<file path="src/rtl/core/assert_macros.svh">
// Shared assertion forms for the scrollback ring blocks.
`ifndef ASSERT_MACROS_SVH
`define ASSERT_MACROS_SVH

// Same-cycle implication, disabled during reset.
`define SRIM_ASSERT_IMP(label, clk, rst, ante, cons) \
   label: assert property (@(posedge clk) disable iff (rst) (ante) |-> (cons)) \
      else $error("srim assertion failed");

// Next-cycle implication, disabled during reset.
`define SRIM_ASSERT_NEXT(label, clk, rst, ante, cons) \
   label: assert property (@(posedge clk) disable iff (rst) (ante) |=> (cons)) \
      else $error("srim assertion failed");

`endif

</file>
<file path="src/rtl/core/srim_pkg.sv">
package srim_pkg;

   localparam int RING_DEPTH = 1024;
   localparam int SLOT_W     = $clog2(RING_DEPTH);

   localparam int FIELD_W    = 10;
   localparam int HIST_W     = 10;
   localparam int ROWS_W     = 8;
   localparam int OP_W       = 3;
   localparam int DELTA_W    = 11;
   localparam int CSR_IDX_W  = 1;
   localparam int CSR_DATA_W = 10;

   // step counter holds the magnitude of the most negative delta
   localparam int CNT_W      = DELTA_W;
   // dividend of the modulo unit: head + ring size + row
   localparam int VAL_W      = ((SLOT_W > ROWS_W) ? SLOT_W : ROWS_W) + 2;
   localparam int MOD_CNT_W  = $clog2(VAL_W + 1);
   // offset + delta before clamping
   localparam int OFS_SUM_W  = (((SLOT_W + 1) > DELTA_W) ? (SLOT_W + 1) : DELTA_W) + 1;

   localparam logic [HIST_W-1:0] HIST_RESET = HIST_W'(1023);
   localparam logic [ROWS_W-1:0] ROWS_RESET = ROWS_W'(24);

   typedef enum logic [OP_W-1:0] {
      OP_SCROLL      = 3'd0,
      OP_MOVE_OFS    = 3'd1,
      OP_RESET_OFS   = 3'd2,
      OP_MAP_SCREEN  = 3'd3,
      OP_MAP_VISIBLE = 3'd4
   } opcode_type;

   typedef enum logic [CSR_IDX_W-1:0] {
      REG_HISTORY = 1'b0,
      REG_ROWS    = 1'b1
   } csr_index_type;

   typedef enum logic [2:0] {
      ST_IDLE,
      ST_MODWAIT,
      ST_FWD,
      ST_BACK,
      ST_OFFSET,
      ST_FINISH
   } state_type;

   typedef struct packed {
      logic busy;
      logic done;
   } mod_status_type;

endpackage

</file>
<file path="src/rtl/core/srim_if.sv">
interface srim_req_if;
   logic                                 valid;
   logic                                 ready;
   logic [srim_pkg::OP_W-1:0]            opcode;
   logic signed [srim_pkg::DELTA_W-1:0]  delta;
   logic [srim_pkg::ROWS_W-1:0]          row;

   modport source (output valid, output opcode, output delta, output row, input ready);
   modport sink   (input valid, input opcode, input delta, input row, output ready);
endinterface

interface srim_rsp_if;
   logic                           valid;
   logic                           ready;
   logic [srim_pkg::FIELD_W-1:0]   line_slot;
   logic [srim_pkg::FIELD_W-1:0]   recycled_count;
   logic [srim_pkg::FIELD_W-1:0]   history_count;
   logic [srim_pkg::FIELD_W-1:0]   view_offset;

   modport source (output valid, output line_slot, output recycled_count,
                   output history_count, output view_offset, input ready);
   modport sink   (input valid, input line_slot, input recycled_count,
                   input history_count, input view_offset, output ready);
endinterface

</file>
<file path="src/rtl/core/srim_mod.sv">
`include "assert_macros.svh"

// Restoring remainder unit: one dividend bit per cycle.
module srim_mod (
   input  logic                               clock,
   input  logic                               reset,
   input  logic                               start,
   input  logic [srim_pkg::VAL_W-1:0]         value,
   input  logic [srim_pkg::SLOT_W:0]          modulus,
   output srim_pkg::mod_status_type           status,
   output logic [srim_pkg::SLOT_W-1:0]        remainder
);

   logic [srim_pkg::VAL_W-1:0]      shreg_ff, shreg_in;
   logic [srim_pkg::SLOT_W-1:0]     rem_ff, rem_in;
   logic [srim_pkg::SLOT_W:0]       mod_ff, mod_in;
   logic [srim_pkg::MOD_CNT_W-1:0]  cnt_ff, cnt_in;
   logic                            busy_ff, busy_in;
   logic                            done_ff, done_in;
   logic [srim_pkg::SLOT_W:0]       trial;

   always_comb begin
      shreg_in = shreg_ff;
      rem_in   = rem_ff;
      mod_in   = mod_ff;
      cnt_in   = cnt_ff;
      busy_in  = busy_ff;
      done_in  = 1'b0;
      trial    = {rem_ff, shreg_ff[srim_pkg::VAL_W-1]};
      if (start) begin
         shreg_in = value;
         rem_in   = '0;
         mod_in   = modulus;
         cnt_in   = srim_pkg::MOD_CNT_W'(srim_pkg::VAL_W);
         busy_in  = 1'b1;
      end else if (busy_ff) begin
         // shift in the next bit, subtract when it fits
         shreg_in = {shreg_ff[srim_pkg::VAL_W-2:0], 1'b0};
         if (trial >= mod_ff) begin
            rem_in = srim_pkg::SLOT_W'(trial - mod_ff);
         end else begin
            rem_in = srim_pkg::SLOT_W'(trial);
         end
         cnt_in = cnt_ff - srim_pkg::MOD_CNT_W'(1);
         if (cnt_ff == srim_pkg::MOD_CNT_W'(1)) begin
            busy_in = 1'b0;
            done_in = 1'b1;
         end
      end
   end

   always_ff @(posedge clock) begin
      if (reset) begin
         busy_ff <= 1'b0;
         done_ff <= 1'b0;
      end else begin
         busy_ff <= busy_in;
         done_ff <= done_in;
      end
   end

   always_ff @(posedge clock) begin
      shreg_ff <= shreg_in;
      rem_ff   <= rem_in;
      mod_ff   <= mod_in;
      cnt_ff   <= cnt_in;
   end

   assign status.busy = busy_ff;
   assign status.done = done_ff;
   assign remainder   = rem_ff;

   `SRIM_ASSERT_IMP(a_start_idle, clock, reset, start, !busy_ff)
   `SRIM_ASSERT_IMP(a_rem_range, clock, reset, done_ff, {1'b0, rem_ff} < mod_ff)
   `SRIM_ASSERT_IMP(a_done_after_busy, clock, reset, done_ff, !busy_ff && $past(busy_ff))

endmodule

</file>
<file path="src/rtl/core/scrollback_ring_index_manager_core.sv">
// channel  | dir | handshake          | payload
// req_ch   | in  | valid/ready        | opcode, delta, row
// rsp_ch   | out | valid/ready        | line_slot, recycled_count, history_count, view_offset
// csr      | in  | csr_wr_en (no ack) | csr_index, csr_wr_data
//
// One item at a time under a small sequencer; ready only in the idle state.
// Move offset passes through the offset state; reset offset, zero scroll and unused opcodes go straight to finish.
// Backward scroll: one slot per cycle, for at most |delta| slots, until head meets base.
// Row maps: one pass of the bit-serial modulo unit (12 steps).
// Forward scroll: one modulo pass, then delta head steps, one per cycle.
// Reset is synchronous; a finished result waits in the output register while a new item
// is accepted; the sequencer holds in finish while that register is full and not read.
`include "assert_macros.svh"

module scrollback_ring_index_manager_core (
   input  logic                                 clock,
   input  logic                                 reset,
   srim_req_if.sink                             req_ch,
   srim_rsp_if.source                           rsp_ch,
   input  logic                                 csr_wr_en,
   input  logic [srim_pkg::CSR_IDX_W-1:0]       csr_index,
   input  logic [srim_pkg::CSR_DATA_W-1:0]      csr_wr_data
);

   localparam int SW = srim_pkg::SLOT_W;

   srim_pkg::state_type                state_ff, state_in;
   logic [srim_pkg::OP_W-1:0]          op_ff, op_in;
   logic signed [srim_pkg::DELTA_W-1:0] delta_ff, delta_in;
   logic [srim_pkg::CNT_W-1:0]         cnt_ff, cnt_in;
   logic [SW-1:0]                      head_ff, head_in;
   logic [SW-1:0]                      base_ff, base_in;
   logic [SW-1:0]                      offset_ff, offset_in;
   logic [SW-1:0]                      bot_ff, bot_in;
   logic [SW-1:0]                      slot_ff, slot_in;
   logic [srim_pkg::CNT_W-1:0]         count_ff, count_in;
   logic [srim_pkg::HIST_W-1:0]        hist_reg_ff;
   logic [srim_pkg::ROWS_W-1:0]        rows_reg_ff;
   logic                               rsp_valid_ff;
   logic [srim_pkg::FIELD_W-1:0]       rsp_slot_ff, rsp_count_ff, rsp_hist_ff, rsp_ofs_ff;

   logic [SW-1:0]                      top_slot;
   logic [SW:0]                        ring_size;
   logic [srim_pkg::ROWS_W-1:0]        rows_eff;
   logic [srim_pkg::ROWS_W-1:0]        row_lim;
   logic [srim_pkg::ROWS_W-1:0]        row_clamp;
   logic [SW-1:0]                      head_next, head_prev, bot_next, base_next;
   logic [SW-1:0]                      hist_cnt;
   logic signed [srim_pkg::OFS_SUM_W-1:0] ofs_sum, hist_wide;
   logic [SW-1:0]                      ofs_clamped;
   logic                               rsp_load;
   logic                               mod_start;
   logic [srim_pkg::VAL_W-1:0]         mod_value;
   srim_pkg::mod_status_type           mod_status;
   logic [SW-1:0]                      mod_rem;

   srim_mod u_mod (
      .clock     (clock),
      .reset     (reset),
      .start     (mod_start),
      .value     (mod_value),
      .modulus   (ring_size),
      .status    (mod_status),
      .remainder (mod_rem)
   );

   // effective configuration
   always_comb begin
      if (hist_reg_ff == '0) begin
         top_slot = SW'(1);
      end else if (int'(hist_reg_ff) > srim_pkg::RING_DEPTH - 1) begin
         top_slot = SW'(srim_pkg::RING_DEPTH - 1);
      end else begin
         top_slot = SW'(hist_reg_ff);
      end
      ring_size = {1'b0, top_slot} + (SW+1)'(1);
      rows_eff  = (rows_reg_ff == '0) ? srim_pkg::ROWS_W'(1) : rows_reg_ff;
      row_lim   = rows_eff - srim_pkg::ROWS_W'(1);
      row_clamp = (req_ch.row > row_lim) ? row_lim : req_ch.row;
   end

   // ring stepping and history count
   always_comb begin
      head_next = (head_ff == top_slot) ? '0 : head_ff + SW'(1);
      bot_next  = (bot_ff == top_slot) ? '0 : bot_ff + SW'(1);
      base_next = (base_ff == top_slot) ? '0 : base_ff + SW'(1);
      head_prev = (head_ff == '0) ? top_slot : head_ff - SW'(1);
      if (head_ff >= base_ff) begin
         hist_cnt = head_ff - base_ff;
      end else begin
         hist_cnt = SW'({1'b0, head_ff} + ring_size - {1'b0, base_ff});
      end
   end

   // offset move with clamp to 0..history count
   always_comb begin
      ofs_sum   = srim_pkg::OFS_SUM_W'($signed({1'b0, offset_ff}))
                + srim_pkg::OFS_SUM_W'(delta_ff);
      hist_wide = $signed(srim_pkg::OFS_SUM_W'(hist_cnt));
      if (ofs_sum[srim_pkg::OFS_SUM_W-1]) begin
         ofs_clamped = '0;
      end else if (ofs_sum > hist_wide) begin
         ofs_clamped = hist_cnt;
      end else begin
         ofs_clamped = SW'(ofs_sum);
      end
   end

   always_comb begin
      state_in     = state_ff;
      op_in        = op_ff;
      delta_in     = delta_ff;
      cnt_in       = cnt_ff;
      head_in      = head_ff;
      base_in      = base_ff;
      offset_in    = offset_ff;
      bot_in       = bot_ff;
      slot_in      = slot_ff;
      count_in     = count_ff;
      mod_start    = 1'b0;
      mod_value    = '0;
      rsp_load     = 1'b0;
      req_ch.ready = 1'b0;
      case (state_ff)
         srim_pkg::ST_IDLE: begin
            req_ch.ready = 1'b1;
            if (req_ch.valid) begin
               op_in    = req_ch.opcode;
               delta_in = req_ch.delta;
               slot_in  = '0;
               count_in = '0;
               state_in = srim_pkg::ST_FINISH;
               case (req_ch.opcode)
                  srim_pkg::OP_SCROLL: begin
                     if (req_ch.delta[srim_pkg::DELTA_W-1]) begin
                        cnt_in   = srim_pkg::CNT_W'(-req_ch.delta);
                        state_in = srim_pkg::ST_BACK;
                     end else if (req_ch.delta != '0) begin
                        // screen bottom slot first, then step it with the head
                        cnt_in    = srim_pkg::CNT_W'(req_ch.delta);
                        mod_start = 1'b1;
                        mod_value = srim_pkg::VAL_W'(head_ff) + srim_pkg::VAL_W'(rows_eff);
                        state_in  = srim_pkg::ST_MODWAIT;
                     end
                  end
                  srim_pkg::OP_MOVE_OFS: state_in = srim_pkg::ST_OFFSET;
                  srim_pkg::OP_RESET_OFS: offset_in = '0;
                  srim_pkg::OP_MAP_SCREEN: begin
                     mod_start = 1'b1;
                     mod_value = srim_pkg::VAL_W'(head_ff) + srim_pkg::VAL_W'(row_clamp);
                     state_in  = srim_pkg::ST_MODWAIT;
                  end
                  srim_pkg::OP_MAP_VISIBLE: begin
                     // add the ring size to keep head - offset non-negative
                     mod_start = 1'b1;
                     mod_value = srim_pkg::VAL_W'(head_ff) + srim_pkg::VAL_W'(ring_size)
                               - srim_pkg::VAL_W'(offset_ff) + srim_pkg::VAL_W'(row_clamp);
                     state_in  = srim_pkg::ST_MODWAIT;
                  end
                  default: ;
               endcase
            end
         end
         srim_pkg::ST_MODWAIT: begin
            if (mod_status.done) begin
               if (op_ff == srim_pkg::OP_SCROLL) begin
                  bot_in   = mod_rem;
                  state_in = srim_pkg::ST_FWD;
               end else begin
                  slot_in  = mod_rem;
                  state_in = srim_pkg::ST_FINISH;
               end
            end
         end
         srim_pkg::ST_FWD: begin
            head_in = head_next;
            bot_in  = bot_next;
            // bottom meets base: recycle the oldest line
            if (bot_next == base_ff) begin
               base_in = base_next;
               if (count_ff == '0) begin
                  slot_in = bot_next;
               end
               count_in = count_ff + srim_pkg::CNT_W'(1);
            end
            cnt_in = cnt_ff - srim_pkg::CNT_W'(1);
            if (cnt_ff == srim_pkg::CNT_W'(1)) begin
               state_in = srim_pkg::ST_FINISH;
            end
         end
         srim_pkg::ST_BACK: begin
            if (head_ff == base_ff) begin
               state_in = srim_pkg::ST_FINISH;
            end else begin
               head_in = head_prev;
               cnt_in  = cnt_ff - srim_pkg::CNT_W'(1);
               if (cnt_ff == srim_pkg::CNT_W'(1)) begin
                  state_in = srim_pkg::ST_FINISH;
               end
            end
         end
         srim_pkg::ST_OFFSET: begin
            offset_in = ofs_clamped;
            state_in  = srim_pkg::ST_FINISH;
         end
         srim_pkg::ST_FINISH: begin
            // hold until the output register is free
            if (!rsp_valid_ff || rsp_ch.ready) begin
               rsp_load = 1'b1;
               state_in = srim_pkg::ST_IDLE;
            end
         end
         default: state_in = srim_pkg::ST_IDLE;
      endcase
      if (csr_wr_en && csr_index == srim_pkg::REG_HISTORY) begin
         head_in   = SW'(1);
         base_in   = SW'(1);
         offset_in = '0;
      end
   end

   always_ff @(posedge clock) begin
      if (reset) begin
         state_ff     <= srim_pkg::ST_IDLE;
         head_ff      <= SW'(1);
         base_ff      <= SW'(1);
         offset_ff    <= '0;
         hist_reg_ff  <= srim_pkg::HIST_RESET;
         rows_reg_ff  <= srim_pkg::ROWS_RESET;
         rsp_valid_ff <= 1'b0;
      end else begin
         state_ff  <= state_in;
         head_ff   <= head_in;
         base_ff   <= base_in;
         offset_ff <= offset_in;
         if (csr_wr_en) begin
            case (csr_index)
               srim_pkg::REG_HISTORY: hist_reg_ff <= srim_pkg::HIST_W'(csr_wr_data);
               srim_pkg::REG_ROWS:    rows_reg_ff <= srim_pkg::ROWS_W'(csr_wr_data);
               default: ;
            endcase
         end
         if (rsp_load) begin
            rsp_valid_ff <= 1'b1;
         end else if (rsp_ch.ready) begin
            rsp_valid_ff <= 1'b0;
         end
      end
   end

   always_ff @(posedge clock) begin
      op_ff    <= op_in;
      delta_ff <= delta_in;
      cnt_ff   <= cnt_in;
      bot_ff   <= bot_in;
      slot_ff  <= slot_in;
      count_ff <= count_in;
      if (rsp_load) begin
         rsp_slot_ff  <= srim_pkg::FIELD_W'(slot_ff);
         rsp_count_ff <= srim_pkg::FIELD_W'(count_ff);
         rsp_hist_ff  <= srim_pkg::FIELD_W'(hist_cnt);
         rsp_ofs_ff   <= srim_pkg::FIELD_W'(offset_ff);
      end
   end

   assign rsp_ch.valid          = rsp_valid_ff;
   assign rsp_ch.line_slot      = rsp_slot_ff;
   assign rsp_ch.recycled_count = rsp_count_ff;
   assign rsp_ch.history_count  = rsp_hist_ff;
   assign rsp_ch.view_offset    = rsp_ofs_ff;

   `SRIM_ASSERT_IMP(a_fwd_cnt_live, clock, reset, state_ff == srim_pkg::ST_FWD, cnt_ff != '0)
   `SRIM_ASSERT_IMP(a_ofs_in_ring, clock, reset, 1'b1, {1'b0, offset_ff} < ring_size)
   `SRIM_ASSERT_IMP(a_ptrs_in_ring, clock, reset, 1'b1, head_ff <= top_slot && base_ff <= top_slot)
   `SRIM_ASSERT_IMP(a_mod_busy_wait, clock, reset, mod_status.busy, state_ff == srim_pkg::ST_MODWAIT)

endmodule

</file>
<file path="src/flat_wrapper.sv">
// flat-port wrapper written by rule: the top's interface ports become plain ports
module scrollback_ring_index_manager_core_flat 
  (clock, reset, csr_wr_en, csr_index, csr_wr_data, req_ch_valid, req_ch_opcode, req_ch_delta, req_ch_row, req_ch_ready, rsp_ch_valid, rsp_ch_line_slot, rsp_ch_recycled_count, rsp_ch_history_count, rsp_ch_view_offset, rsp_ch_ready);
  srim_req_if req_ch_i ();
  srim_rsp_if rsp_ch_i ();
  input  logic clock;
  input  logic reset;
  input  logic csr_wr_en;
  input  logic [srim_pkg::CSR_IDX_W-1:0] csr_index;
  input  logic [srim_pkg::CSR_DATA_W-1:0] csr_wr_data;
  input wire logic [$bits(req_ch_i.valid)-1:0] req_ch_valid;
  input wire logic [$bits(req_ch_i.opcode)-1:0] req_ch_opcode;
  input wire logic [$bits(req_ch_i.delta)-1:0] req_ch_delta;
  input wire logic [$bits(req_ch_i.row)-1:0] req_ch_row;
  output wire logic [$bits(req_ch_i.ready)-1:0] req_ch_ready;
  output wire logic [$bits(rsp_ch_i.valid)-1:0] rsp_ch_valid;
  output wire logic [$bits(rsp_ch_i.line_slot)-1:0] rsp_ch_line_slot;
  output wire logic [$bits(rsp_ch_i.recycled_count)-1:0] rsp_ch_recycled_count;
  output wire logic [$bits(rsp_ch_i.history_count)-1:0] rsp_ch_history_count;
  output wire logic [$bits(rsp_ch_i.view_offset)-1:0] rsp_ch_view_offset;
  input wire logic [$bits(rsp_ch_i.ready)-1:0] rsp_ch_ready;
  assign req_ch_i.valid = req_ch_valid;
  assign req_ch_i.opcode = req_ch_opcode;
  assign req_ch_i.delta = req_ch_delta;
  assign req_ch_i.row = req_ch_row;
  assign req_ch_ready = req_ch_i.ready;
  assign rsp_ch_valid = rsp_ch_i.valid;
  assign rsp_ch_line_slot = rsp_ch_i.line_slot;
  assign rsp_ch_recycled_count = rsp_ch_i.recycled_count;
  assign rsp_ch_history_count = rsp_ch_i.history_count;
  assign rsp_ch_view_offset = rsp_ch_i.view_offset;
  assign rsp_ch_i.ready = rsp_ch_ready;
  scrollback_ring_index_manager_core u_core (.clock(clock), .reset(reset), .req_ch(req_ch_i), .rsp_ch(rsp_ch_i), .csr_wr_en(csr_wr_en), .csr_index(csr_index), .csr_wr_data(csr_wr_data));
endmodule
</file>
<file path="config.mk">
export PLATFORM = sky130hd
export DESIGN_NAME = scrollback_ring_index_manager_core_flat
export DESIGN_NICKNAME = d
export VERILOG_FILES = /design/src/rtl/core/srim_pkg.sv /design/src/rtl/core/srim_if.sv /design/src/rtl/core/srim_mod.sv /design/src/rtl/core/scrollback_ring_index_manager_core.sv /design/src/flat_wrapper.sv
export VERILOG_INCLUDE_DIRS = /design/src /design/src/rtl/core
export SDC_FILE = /design/constraint.sdc
export NUM_CORES = 1
export LEC_CHECK = 0
export CORE_AREA = 3 3 217 219
export DETAILED_ROUTE_END_ITERATION = 6
export DIE_AREA = 0 0 220 222
export DONT_BUFFER_PORTS = 1
export GPL_ROUTABILITY_DRIVEN = 0
export PLACE_DENSITY = 0.4
export SLEW_MARGIN = 40
export SYNTH_ARGS = -nofsm -noshare
export SYNTH_HDL_FRONTEND = slang
export SYNTH_SLANG_ARGS = --single-unit
</file>
<file path="constraint.sdc">
create_clock -name clock -period 17.26 [get_ports clock]
set_input_delay 0.863 -clock clock [delete_from_list [all_inputs] [get_ports clock]]
set_output_delay 0.863 -clock clock [all_outputs]
set_load 0.02 [all_outputs]
</file>
* After elaboration in Yosys (flattened, before gate mapping)
Cells that the tools add are included.
** Cells by class
- $add $sub $neg :: 20
- $lt $le $gt $ge :: 4
- Equality and inequality tests :: 27
- Mux-type cells :: 65
- Bitwise logic cells :: 2
- Reductions and logical operators :: 33
** Operators by type and width (number)
- $mux W10 :: 19
- $mux W11 :: 7
- $mux W12 :: 6
- $pmux W10 S2 :: 3
- $eq A10 B10 Y1 :: 5
- $pmux W12 S3 :: 1
- $pmux W11 S3 :: 1
- $add A10 B1 Y10 const B :: 3
- $pmux W10 S3 :: 1
- $sub A10 B10 Y10 :: 3
- $mux W3 :: 8
- $add A10 B8 Y11 :: 2
- $pmux W11 S2 :: 1
- $logic_not A10 Y1 :: 2
- $pmux W3 S6 :: 1
- $mux W8 :: 2
- $mux W1 :: 13
- $add A10 B11 Y12 :: 1
- $add A11 B11 Y12 :: 1
- $add A12 B8 Y12 :: 1
- $eq A3 B2 Y1 const B :: 4
- $gt A12 B11 Y1 :: 1
- $ne A2 B2 Y1 const B :: 6
- $reduce_and A3 Y1 :: 4
- 35 further kinds :: 55
** Storage, ports and cells
- Flip-flop bits (word level) :: 187
- Input bits :: 38
- Output and inout port bits :: 42

* Longest topological paths before layout
Gate-level depths: netlist of the first run.
- Depth after elaboration :: 10
- Mapped depth :: 31

* Modules after synthesis
A second synthesis of the first run with hierarchy kept.
** Second synthesis, totals
- Cell total of the unflattened synthesis :: 1501
- Area total of the unflattened synthesis :: 13949.6 µm²
** By module, submodules not included
- scrollback_ring_index_manager_core :: instances 1, cells each 1304, area each 11805.1 µm², seq. area each 3923.8 µm²
- srim_mod :: instances 1, cells each 197, area each 2144.6 µm², seq. area each 1011.0 µm²

* Worst setup path before layout of the first run
Ideal clock, no wire load.
- Kind :: reg-to-reg
- Start :: reg u_core.rows_reg_ff[2] in the netlist's numbering
- End :: reg u_core.u_mod.shreg_ff[10] in the netlist's numbering, data pin
- Library setup time :: 268 ps
- Arrival :: 5932 ps
- Data required time :: 16992 ps
- Slack :: 11060 ps
- Stages on the path, launching flop included :: 31
- Period minus slack after synthesis :: 6200 ps
- Cells stage by stage :: dfxtp_1 > or4_1 > or3_1 > nor2_1 > nor2_1 > ha_1 > ha_1 > nor2b_1 > o21a_1 > o21ai_0 > nand2b_1 > a21oi_1 > o21ai_0 > o21ai_1 > clkbuf_1 > nand2_1 > o21ai_0 > fa_1 > inv_1 > fa_1 > inv_1 > ha_1 > a21o_1 > a21oi_1 > o21ai_0 > and2_1 > o41ai_1 > o21a_1 > xnor2_1 > a32oi_1 > o21ai_0
** On the way
- Longest elaborated chain between the ends :: 10
- Elaborated cells on any way between the ends :: 14
- Those cells by class :: add/sub (4); order compare (1); mux (8); reduce/logical (1)
** RTL lines
- start: declaration :: RTL line scrollback_ring_index_manager_core.sv:38 : logic [srim_pkg::ROWS_W-1:0] rows_reg_ff;
- start signal: assignment :: RTL line scrollback_ring_index_manager_core.sv:229 : rows_reg_ff <= srim_pkg::ROWS_RESET;
- start signal: assignment :: RTL line scrollback_ring_index_manager_core.sv:239 : srim_pkg::REG_ROWS: rows_reg_ff <= srim_pkg::ROWS_W'(csr_wr_data);
- $logic_not A8 Y1 :: RTL line scrollback_ring_index_manager_core.sv:77 : rows_eff = (rows_reg_ff == '0) ? srim_pkg::ROWS_W'(1) : rows_reg_ff;
- $mux W8 (*) :: RTL line scrollback_ring_index_manager_core.sv:77
- $sub A8 B1 Y8 :: RTL line scrollback_ring_index_manager_core.sv:78 : row_lim = rows_eff - srim_pkg::ROWS_W'(1);
- $gt A8 B8 Y1 :: RTL line scrollback_ring_index_manager_core.sv:79 : row_clamp = (req_ch.row > row_lim) ? row_lim : req_ch.row;
- $mux W8 :: RTL line scrollback_ring_index_manager_core.sv:79
- $add A12 B8 Y12 / $add A10 B8 Y11 (equally long branches) :: RTL line scrollback_ring_index_manager_core.sv:157, scrollback_ring_index_manager_core.sv:150
- $pmux W12 S3 (*) :: RTL line scrollback_ring_index_manager_core.sv:133 : case (req_ch.opcode)
- $mux W12 (*) :: RTL line scrollback_ring_index_manager_core.sv:127 : if (req_ch.valid) begin
- $mux W12 (*) :: RTL line scrollback_ring_index_manager_core.sv:124 : case (state_ff)
- $mux W12 (*) :: RTL line srim_mod.sv:30 : if (start) begin
- named net u_core.u_mod.shreg_in, one bit :: RTL line srim_mod.sv:14 : logic [srim_pkg::VAL_W-1:0] shreg_ff, shreg_in;
- end signal: assignment :: RTL line srim_mod.sv:63 : shreg_ff <= shreg_in;
- end: declaration :: RTL line srim_mod.sv:14
Mark *: on every way through the listed nets, which the timed path passes. The rest lies on a longest branch.
A chain may end at the register's enable or synchronous reset.

* Worst setup path after layout of the first run
- Start :: reg u_core.rows_reg_ff[2] in the netlist's numbering
- End :: reg u_core.u_mod.shreg_ff[11] in the netlist's numbering, data pin
** On the way
- Longest elaborated chain between the ends :: 10
** RTL lines
- $logic_not A8 Y1 :: RTL line scrollback_ring_index_manager_core.sv:77
- $mux W8 (*) :: RTL line scrollback_ring_index_manager_core.sv:77
- $sub A8 B1 Y8 (*) :: RTL line scrollback_ring_index_manager_core.sv:78
- $gt A8 B8 Y1 :: RTL line scrollback_ring_index_manager_core.sv:79
- $mux W8 (*) :: RTL line scrollback_ring_index_manager_core.sv:79
- $add A12 B8 Y12 (*) :: RTL line scrollback_ring_index_manager_core.sv:157 : - srim_pkg::VAL_W'(offset_ff) + srim_pkg::VAL_W'(row_clamp);
- $pmux W12 S3 (*) :: RTL line scrollback_ring_index_manager_core.sv:133
- $mux W12 (*) :: RTL line scrollback_ring_index_manager_core.sv:127
- $mux W12 (*) :: RTL line scrollback_ring_index_manager_core.sv:124
- $mux W12 (*) :: RTL line srim_mod.sv:30
- named net u_core.u_mod.shreg_in, one bit :: RTL line srim_mod.sv:14
Marked as above.

==> metrics.csv, run 1 <==
stage;metric;value;unit
synth;sequential area share after synthesis;0.365;
synth;FFs w/ async S/R, synth;0;
clock_tree;H-tree depth;4;
finish;share of layout cells above drive strength 1;0.0530;
finish;highest-count cells in the layout ignoring fill and taps;nor2_1, inv_1, nand2_1, edfxtp_1, ha_1;
timing;Hold Violations, Final;0;
timing;min cycle time layout;6.68;ns
synth;Syn Std Cell Area;0.0135;mm²
timing;Final Max Tran Viols;0;
global_route;first-pass GRT wire length;62600;µm
clock_tree;CTS max path bufs;2;
finish;ANT cells;0;
worst_setup_path;crit path max fanout;18;
synth;post-synthesis cell type count;85;
route;Via Count;10300;
worst_setup_path;crit path buf inv count;3;
status;status;complete, no violations;
worst_setup_path;CP max stage cell;or4_1;
worst_setup_path;cell family with most CP delay;compound AO/OA/AOI/OAI gates;
global_route;vias in the first global route;10100;
clock_tree;Clk Latency, worst-skew pair;0.49;ns
synth;cells after synthesis;1481;
timing;final worst hold slack;0.423;ns
worst_setup_path;crit path kind;flop to flop;
floorplanning;die width;220;µm
finish;commonest non-fill, non-tap cell in the layout;nor2_1;
floorplanning;I/O Pins;80;
timing;maximum clock frequency;150;MHz
clock_tree;Post-CTS Repair Setup Buffers;0;
job;MaxCap Viol Count;0;
synth;ys flop type;edfxtp_1;
hold_path;Hold Path Class;flop to flop;
clock_tree;Clock Tree Root;clkbuf_16;
timing;setup violators final;0;
synth;syn nets;1651;
power;PD cells;116;mW/mm²
finish;# fillers;4784;
global_route;GRT overflow;0;
hold_path;Hold Path Stages;0;
timing;Least-Margin Pin Slew;0.801;ns
worst_setup_path;Worst R2R Setup Slack;10.58;ns
finish;final cell count without fillers;2052;
clock_tree;hold buffers post-CTS;0;
timing;crit share post-route;0.387;
clock_tree;CTS tree;done;
power;Max IR drop VDD;0.0689;mV
worst_setup_path;worst r2r path cells;31;
global_route;largest net degree at the start of global routing;41;
clock_tree;CTS resizes;0;
global_route;GRT Total Usage;0.171;
power;LEAKAGE;5.71;nW
route;vias per cell;5.04;
floorplanning;Initial Util;0.299;
floorplanning;die area;0.0488;mm²
power;Overall Power;1.70;mW
worst_setup_path;Crit path depth;31;
route;drt first pass iters;5;
timing;unrepaired setup endpoints after global routing;no;
route;Routed WL;40700;µm
route;Post-DRT Antenna Nets;0;
route;wire per inst;19.8;µm
route;DRC Markers;0;
worst_setup_path;CP Launch Type;flop;
worst_setup_path;CP Capture Type;flop;
worst_setup_path;crit path DAT;6.92;ns
placement;HPWL after detailed placement;31200;µm
finish;Area growth syn-to-layout;8.58;%
worst_setup_path;CP max stage delay;0.55;ns
synth;average size of a mapped cell;9.14;µm²
finish;final core occ;0.324;
global_route;initial antenna violation count;1;
synth;number of synthesized flops with an enable pin;119;
route;DR iter-0 viols;636;
finish;nets;1609;
synth;Synth Register Bits;187;
synth;YS warnings;0;
floorplanning;row count;78;
clock_tree;CTS buffer count;17;
worst_setup_path;Worst Path Required;17.51;ns
clock_tree;Worst-path clk slew;0.08;ns
timing;Fin Setup TNS;0;ns
clock_tree;clock sink total;187;
timing;Worst Clk Skew;0.0150;ns
placement;DP Cell Count;2020;
floorplanning;core region area;0.0453;mm²
timing;Slew headroom;0.465;
placement;I/O Buffers;0;
floorplanning;die span in y;222;µm
-- registers in the layout, summed over array words and instances, names as in the netlist, 8 cells and up --
signal                        count
u_core.hist_reg_ff               10
u_core.rsp_ch.recycled_count     10
u_core.u_mod.shreg_ff            12
u_core.bot_ff                    10
u_core.cnt_ff                    11
u_core.rows_reg_ff                8
u_core.head_ff                   10
u_core.offset_ff                 10
u_core.rsp_ch.history_count      10
u_core.rsp_ch.line_slot          10
u_core.u_mod.remainder           10
u_core.u_mod.mod_ff              11
u_core.count_ff                  11
u_core.slot_ff                   10
u_core.rsp_ch.view_offset        10
u_core.base_ff                   10
u_core.delta_ff                  11
-- final cells by class --
class	count	area, µm²	area share
Clock inverter	13	141	0.00962
Multi-Input combinational cell	1096	7840	0.534
Timing Repair Buffer	12	90.1	0.00613
Tap cell	600	751	0.0511
Inverter	125	469	0.0319
Clock buffer	19	464	0.0316
Sequential cell	187	4940	0.336
-- worst paths after layout --
kind	start	to
max	u_core.rows_reg_ff[2]	u_core.u_mod.shreg_ff[11]
min	u_core.slot_ff[4]	u_core.rsp_ch.line_slot[4]
max reg2reg	u_core.rows_reg_ff[2]	u_core.u_mod.shreg_ff[11]
min reg2reg	u_core.slot_ff[4]	u_core.rsp_ch.line_slot[4]
-- synthesized netlist by cell type, types with 17 or more instances --
cell      instances  share of area
a21o_1           28          0.016
a21oi_1          89          0.033
clkbuf_1         54          0.015
dfxtp_1          68           0.10
edfxtp_1        119           0.26
fa_1             32          0.047
ha_1            100          0.092
inv_1           123          0.034
nand2_1         120          0.033
nand3_1          44          0.016
nor2_1          132          0.037
nor2b_1          23          0.011
nor3_1           41          0.015
o21ai_0          88          0.033
or3_1            17         0.0079
xnor2_1          76          0.049
xor2_1           68          0.044
-- stage by stage --
step	cell area [µm²]	worst slack [ns]
6_report	14700	10.58
5_1_grt	14700	9.96
4_1_cts	14700	10.49
3_5_place_dp	14100	10.51
3_3_place_gp	14100	10.24
2_1_floorplan	13500	11.06
-- metal layers --
metal  routed length [µm]  vias to the layer above  GRT usage
met2                18700                      178      0.268
met1                19300                     4973      0.231
met5                    0                        -          0
met3                 1300                       54     0.0292
met4                 1420                        0     0.0762
li1                     -                     5139          -
-- report_power, final --
group | leakage, nW | internal (mW) | switching, mW
Combinational | 3.75 | 0.257 | 0.365
Clock | 0.295 | 0.217 | 0.205
Sequential | 1.67 | 0.576 | 0.0837
-- kinds of logic after synthesis --
family,count (synthesis),synth area share
AND/OR/NAND/NOR,481,0.175
AO/OA/AOI/OAI,332,0.161
multiplexers,5,0.00379
flip-flops,187,0.365
XOR/XNOR,146,0.0961
buffers and inverters,198,0.0594
adder cells (fa/ha/maj),132,0.140
No activity file was read; power rests on OpenSTA's default activity.
==> run 2: changes to the inputs <==
- PLACE_DENSITY: 0.4 -> 0.42
- clock period: 17.26 -> 6 ns (I/O delays scaled with it)
==> metrics.csv, run 2 (synthesis gave the netlist of run 1 again) <==
stage;metric;value;unit
status;status;finished with violations;
status;violated checks;negative setup slack;
finish;Top reg by flops;u_core.u_mod.shreg_ff;
timing;Worst Clk Skew;0.0322;ns
clock_tree;Worst-path clk slew;0.07;ns
power;Overall Power;5.09;mW
timing;setup violators final;4;
worst_setup_path;crit path kind;flop to flop;
worst_setup_path;CP Capture Type;flop;
timing;min cycle time layout;6.07;ns
timing;Hold Violations, Final;0;
floorplanning;die area;0.0488;mm²
floorplanning;die span in y;222;µm
timing;unrepaired setup endpoints after global routing;yes;
global_route;first-pass GRT wire length;62700;µm
placement;Placed Instance Area;0.0145;mm²
route;DR iter-0 viols;593;
worst_setup_path;r2r startpoint;u_core.rows_reg_ff[2];
timing;crit share post-route;1.01;
finish;register area;0.00494;mm²
power;Max IR drop VDD;0.217;mV
worst_setup_path;Worst Path Required;6.24;ns
finish;Area growth syn-to-layout;14.8;%
power;Clock power frac;0.224;
power;Comb pwr share;0.408;
timing;Fin Setup TNS;-0.233;ns
power;Net Switching;1.97;mW
placement;HPWL after detailed placement;31700;µm
finish;nets;1693;
power;LEAKAGE;6.12;nW
finish;share of layout cells above drive strength 1;0.109;
clock_tree;CTS tree;done;
placement;DP Worst Slack;-0.348;ns
placement;I/O Buffers;0;
finish;commonest non-fill, non-tap cell in the layout;nor2_1;
worst_setup_path;worst r2r path cells;31;
power;Switching Share;0.387;
finish;highest-count cells in the layout ignoring fill and taps;nor2_1, nand2_1, inv_1, edfxtp_1, ha_1;
global_route;initial antenna violation count;0;
hold_path;Hold Path Stages;2;
floorplanning;I/O Pins;80;
power;Reg power frac;0.368;
floorplanning;core region area;0.0453;mm²
global_route;GRT overflow;0;
floorplanning;row count;78;
clock_tree;clock sink total;187;
hold_path;worst hold endpoint;u_core.cnt_ff[10];
clock_tree;Clk Latency, worst-skew pair;0.51;ns
worst_setup_path;crit path DAT;6.31;ns
worst_setup_path;end of the worst register-to-register path;u_core.u_mod.shreg_ff[10];
route;wire per inst;19.2;µm
clock_tree;Clock Tree Root;clkbuf_16;
worst_setup_path;CP max stage cell;fa_1;
clock_tree;H-tree depth;4;
timing;final worst hold slack;0.0864;ns
timing;Final WS setup;-0.0747;ns
worst_setup_path;CP Launch Type;flop;
worst_setup_path;crit path buf inv count;5;
clock_tree;CTS max path bufs;2;
power;PD cells;328;mW/mm²
worst_setup_path;crit path max fanout;3;
route;Routed WL;41000;µm
global_route;GRT Total Usage;0.171;
timing;Final Max Tran Viols;0;
finish;final cell count without fillers;2135;
finish;final core occ;0.343;
route;Via Count;10600;
worst_setup_path;CP max stage delay;0.56;ns
timing;Least-Margin Pin Slew;0.745;ns
power;Int Power;3.12;mW
floorplanning;die width;220;µm
global_route;largest net degree at the start of global routing;41;
worst_setup_path;Worst R2R Setup Slack;-0.07;ns
finish;ANT cells;0;
hold_path;HP Start;req_ch_delta[10];
route;Post-DRT Antenna Nets;0;
placement;DP Cell Count;2072;
finish;max reg flops;12;
worst_setup_path;cell family with most CP delay;compound AO/OA/AOI/OAI gates;
floorplanning;Initial Util;0.299;
clock_tree;CTS buffer count;17;
job;MaxCap Viol Count;0;
finish;fin area;0.0155;mm²
finish;area of the multi-input gates;0.00802;mm²
timing;Slew headroom;0.502;
route;drt first pass iters;5;
timing;maximum clock frequency;165;MHz
finish;# fillers;4733;
global_route;vias in the first global route;10400;
route;DRC Markers;0;
hold_path;Hold Path Class;input port to flop;
route;vias per cell;4.98;
run 2: cell type report:
class                   count  share of cell area
clock buffers              17              0.0274
well taps                 600              0.0483
inverters                 125              0.0302
clock inverters            14             0.00982
multi-input cells        1096               0.516
flip-flops and latches    187               0.318
repair buffers             96              0.0506
run 2: routing by layer:
layer	track usage	vias up	wire length (µm)
li1	-	5314	-
met1	0.231	5084	19500
met2	0.273	177	19100
met3	0.0355	48	1400
met4	0.0590	0	977
met5	0	-	0
run 2: what timing repair did:
item,CTS,global route
setup endpoints to repair,5,8
gates resized for setup,14,37
hold buffers,25,0
hold endpoints to repair,39,0
setup buffers,4,4
pin swaps,6,23
run 2: worst register-to-register path: cells and delay by family, from the launching register on:
kind | cells | cell delay (ns)
AO/OA/AOI/OAI | 12 | 1.87
XOR/XNOR | 2 | 0.25
adder cells (fa/ha/maj) | 5 | 1.71
buffers and inverters | 5 | 0.38
flip-flops | 1 | 0.32
AND/OR/NAND/NOR | 7 | 1.30
run 2: worst max path at each step:
stage                               start                        end  slack, ns  depth (start not counted)
floorplan           u_core.rows_reg_ff[2]  u_core.u_mod.shreg_ff[11]       0.04                         31
global placement    u_core.rows_reg_ff[2]  u_core.u_mod.shreg_ff[11]      -0.24                         31
CTS                 u_core.rows_reg_ff[2]   u_core.u_mod.shreg_ff[7]      -0.19                         30
finish              u_core.rows_reg_ff[2]  u_core.u_mod.shreg_ff[10]      -0.07                         31
detailed placement  u_core.rows_reg_ff[2]  u_core.u_mod.shreg_ff[11]      -0.35                         31
global route        u_core.rows_reg_ff[2]   u_core.u_mod.shreg_ff[7]      -0.38                         30
run 2: power groups by stage:
stage	sequential (mW)	combinational, mW	clock, mW
finish	1.88	2.08	1.14
global route	1.91	2.35	1.24
CTS	1.88	2.01	1.20
detailed placement	1.91	1.94	0
global placement	1.90	1.92	0
floorplan	1.81	1.42	0
==> run 3: changes to the inputs <==
- BUFFER_PORTS_ARGS: unset -> -buffer_cell sky130_fd_sc_hd__buf_2
- CORE_AREA: 3 3 217 219 -> 5 5 219 221
- DIE_AREA: 0 0 220 222 -> 0 0 224 226
- DONT_BUFFER_PORTS: 1 -> unset
- PLACE_DENSITY: 0.42 -> 0.43
- SETUP_SLACK_MARGIN: unset -> 0.02
==> metrics.csv, run 3 (synthesis gave the netlist of run 1 again) <==
stage;metric;value;unit
finish;ANT cells;0;
finish;Top reg by flops;u_core.u_mod.shreg_ff;
worst_setup_path;worst r2r path cells;31;
worst_setup_path;crit path kind;flop to flop;
hold_path;Hold Path Class;input port to flop;
route;drt first pass iters;5;
power;LEAKAGE;6.43;nW
global_route;GRT overflow;0;
finish;Area growth syn-to-layout;17.2;%
power;Switching Share;0.387;
finish;final core occ;0.345;
finish;share of layout cells above drive strength 1;0.164;
timing;Slew headroom;0.494;
clock_tree;Clk Latency, worst-skew pair;0.47;ns
floorplanning;die area;0.0506;mm²
timing;Hold Violations, Final;0;
worst_setup_path;most used cell along the critical path;a21oi_2;
finish;highest-count cells in the layout ignoring fill and taps;nor2_1, inv_1, nand2_1, edfxtp_1, ha_1;
global_route;first-pass GRT wire length;63200;µm
power;Reg power frac;0.352;
power;Clock power frac;0.224;
worst_setup_path;CP max stage cell;or4_4;
finish;max reg flops;12;
placement;HPWL after detailed placement;31900;µm
floorplanning;die span in y;226;µm
worst_setup_path;cell family with most CP delay;adder cells;
clock_tree;Worst-path clk slew;0.08;ns
global_route;largest net degree at the start of global routing;41;
global_route;vias in the first global route;10700;
clock_tree;Clock Tree Root;clkbuf_16;
placement;I/O Buffers;79;
floorplanning;die width;224;µm
power;Net Switching;2.01;mW
clock_tree;CTS buffer count;17;
power;Overall Power;5.20;mW
worst_setup_path;crit path DAT;6.30;ns
timing;crit share post-route;1.01;
timing;Final Max Tran Viols;0;
route;vias per cell;4.97;
floorplanning;Initial Util;0.294;
power;PD cells;328;mW/mm²
route;DRC Markers;0;
worst_setup_path;Worst Path Required;6.23;ns
placement;DP Worst Slack;-0.431;ns
worst_setup_path;CP max stage delay;0.53;ns
power;Max IR drop VDD;0.147;mV
timing;setup violators final;3;
status;violated checks;negative setup slack;
timing;final worst hold slack;0.0614;ns
worst_setup_path;crit path max fanout;5;
timing;Fin Setup TNS;-0.161;ns
placement;Placed Instance Area;0.0150;mm²
route;wire per inst;18.5;µm
floorplanning;row count;79;
timing;Worst Clk Skew;0.0191;ns
timing;Least-Margin Pin Slew;0.753;ns
power;Int Power;3.19;mW
route;Post-DRT Antenna Nets;0;
route;Routed WL;41000;µm
clock_tree;CTS tree;done;
worst_setup_path;Crit path depth;31;
global_route;GRT Total Usage;0.162;
clock_tree;clock sink total;187;
clock_tree;CTS max path bufs;2;
job;MaxCap Viol Count;0;
floorplanning;I/O Pins;80;
worst_setup_path;CP Launch Type;flop;
timing;Final WS setup;-0.0766;ns
clock_tree;hold buffers post-CTS;0;
floorplanning;core region area;0.0460;mm²
clock_tree;H-tree depth;4;
placement;DP Cell Count;2167;
hold_path;Hold Path Stages;1;
timing;maximum clock frequency;165;MHz
finish;nets;1762;
worst_setup_path;crit path buf inv count;3;
global_route;initial antenna violation count;0;
finish;# fillers;4811;
finish;fin area;0.0159;mm²
route;DR iter-0 viols;765;
timing;min cycle time layout;6.08;ns
timing;unrepaired setup endpoints after global routing;yes;
route;Via Count;11000;
finish;commonest non-fill, non-tap cell in the layout;nor2_1;
worst_setup_path;CP Capture Type;flop;
status;status;finished with violations;
finish;final cell count without fillers;2212;
power;Comb pwr share;0.424;
==> run 3: changes by cell type in the layout (fill, tap and decap cells not counted), moves of 3 or more <==
| cell | previous run | this run |
|---|---|---|
| a21oi_2 | 4 | 7 |
| buf_2 | 1 | 79 |
| buf_4 | 69 | 83 |
| dlygate4sd3_1 | 24 | 0 |
==> run 3: worst paths after layout <==
path                              start                    endpoint  slack [ns]
setup reg to reg  u_core.rows_reg_ff[2]   u_core.u_mod.shreg_ff[11]       -0.08
hold reg to reg       u_core.slot_ff[1]  u_core.rsp_ch.line_slot[1]        0.42
hold / removal          req_ch_delta[8]          u_core.delta_ff[8]        0.06
setup / recovery  u_core.rows_reg_ff[2]   u_core.u_mod.shreg_ff[11]       -0.08
==> run 3: layer usage <==
layer  routed length (µm)  global-route usage
met2                19000               0.263
met1                19900               0.227
met3                 1270              0.0248
met5                    0                   0
met4                  771              0.0415
==> run 3: layout make-up <==
| class | count | area [µm²] | share of cell area |
|---|---|---|---|
| timing repair buffer | 165 | 1050 | 0.0663 |
| clock inverter | 15 | 176 | 0.0111 |
| sequential | 187 | 4940 | 0.311 |
| clock buffer | 17 | 425 | 0.0268 |
| multi-input combinational | 1096 | 8040 | 0.507 |
| tap | 607 | 759 | 0.0479 |
| inverter | 125 | 469 | 0.0296 |
==> run 3: timing repair <==
item                       in CTS  in global routing
resized for setup              15                 39
setup buffers                   7                  7
pin swaps                      12                 30
setup endpoints to repair       8                  9
cloned                          0                  0
==> run 3: power by group through the flow <==
stage | sequential [mW] | combinational [mW] | clock, mW
detailed placement | 1.86 | 2.04 | 0
floorplan | 1.81 | 1.42 | 0
CTS | 1.83 | 2.11 | 1.21
global route | 1.86 | 2.46 | 1.27
finish | 1.83 | 2.21 | 1.17
global placement | 1.85 | 2.02 | 0
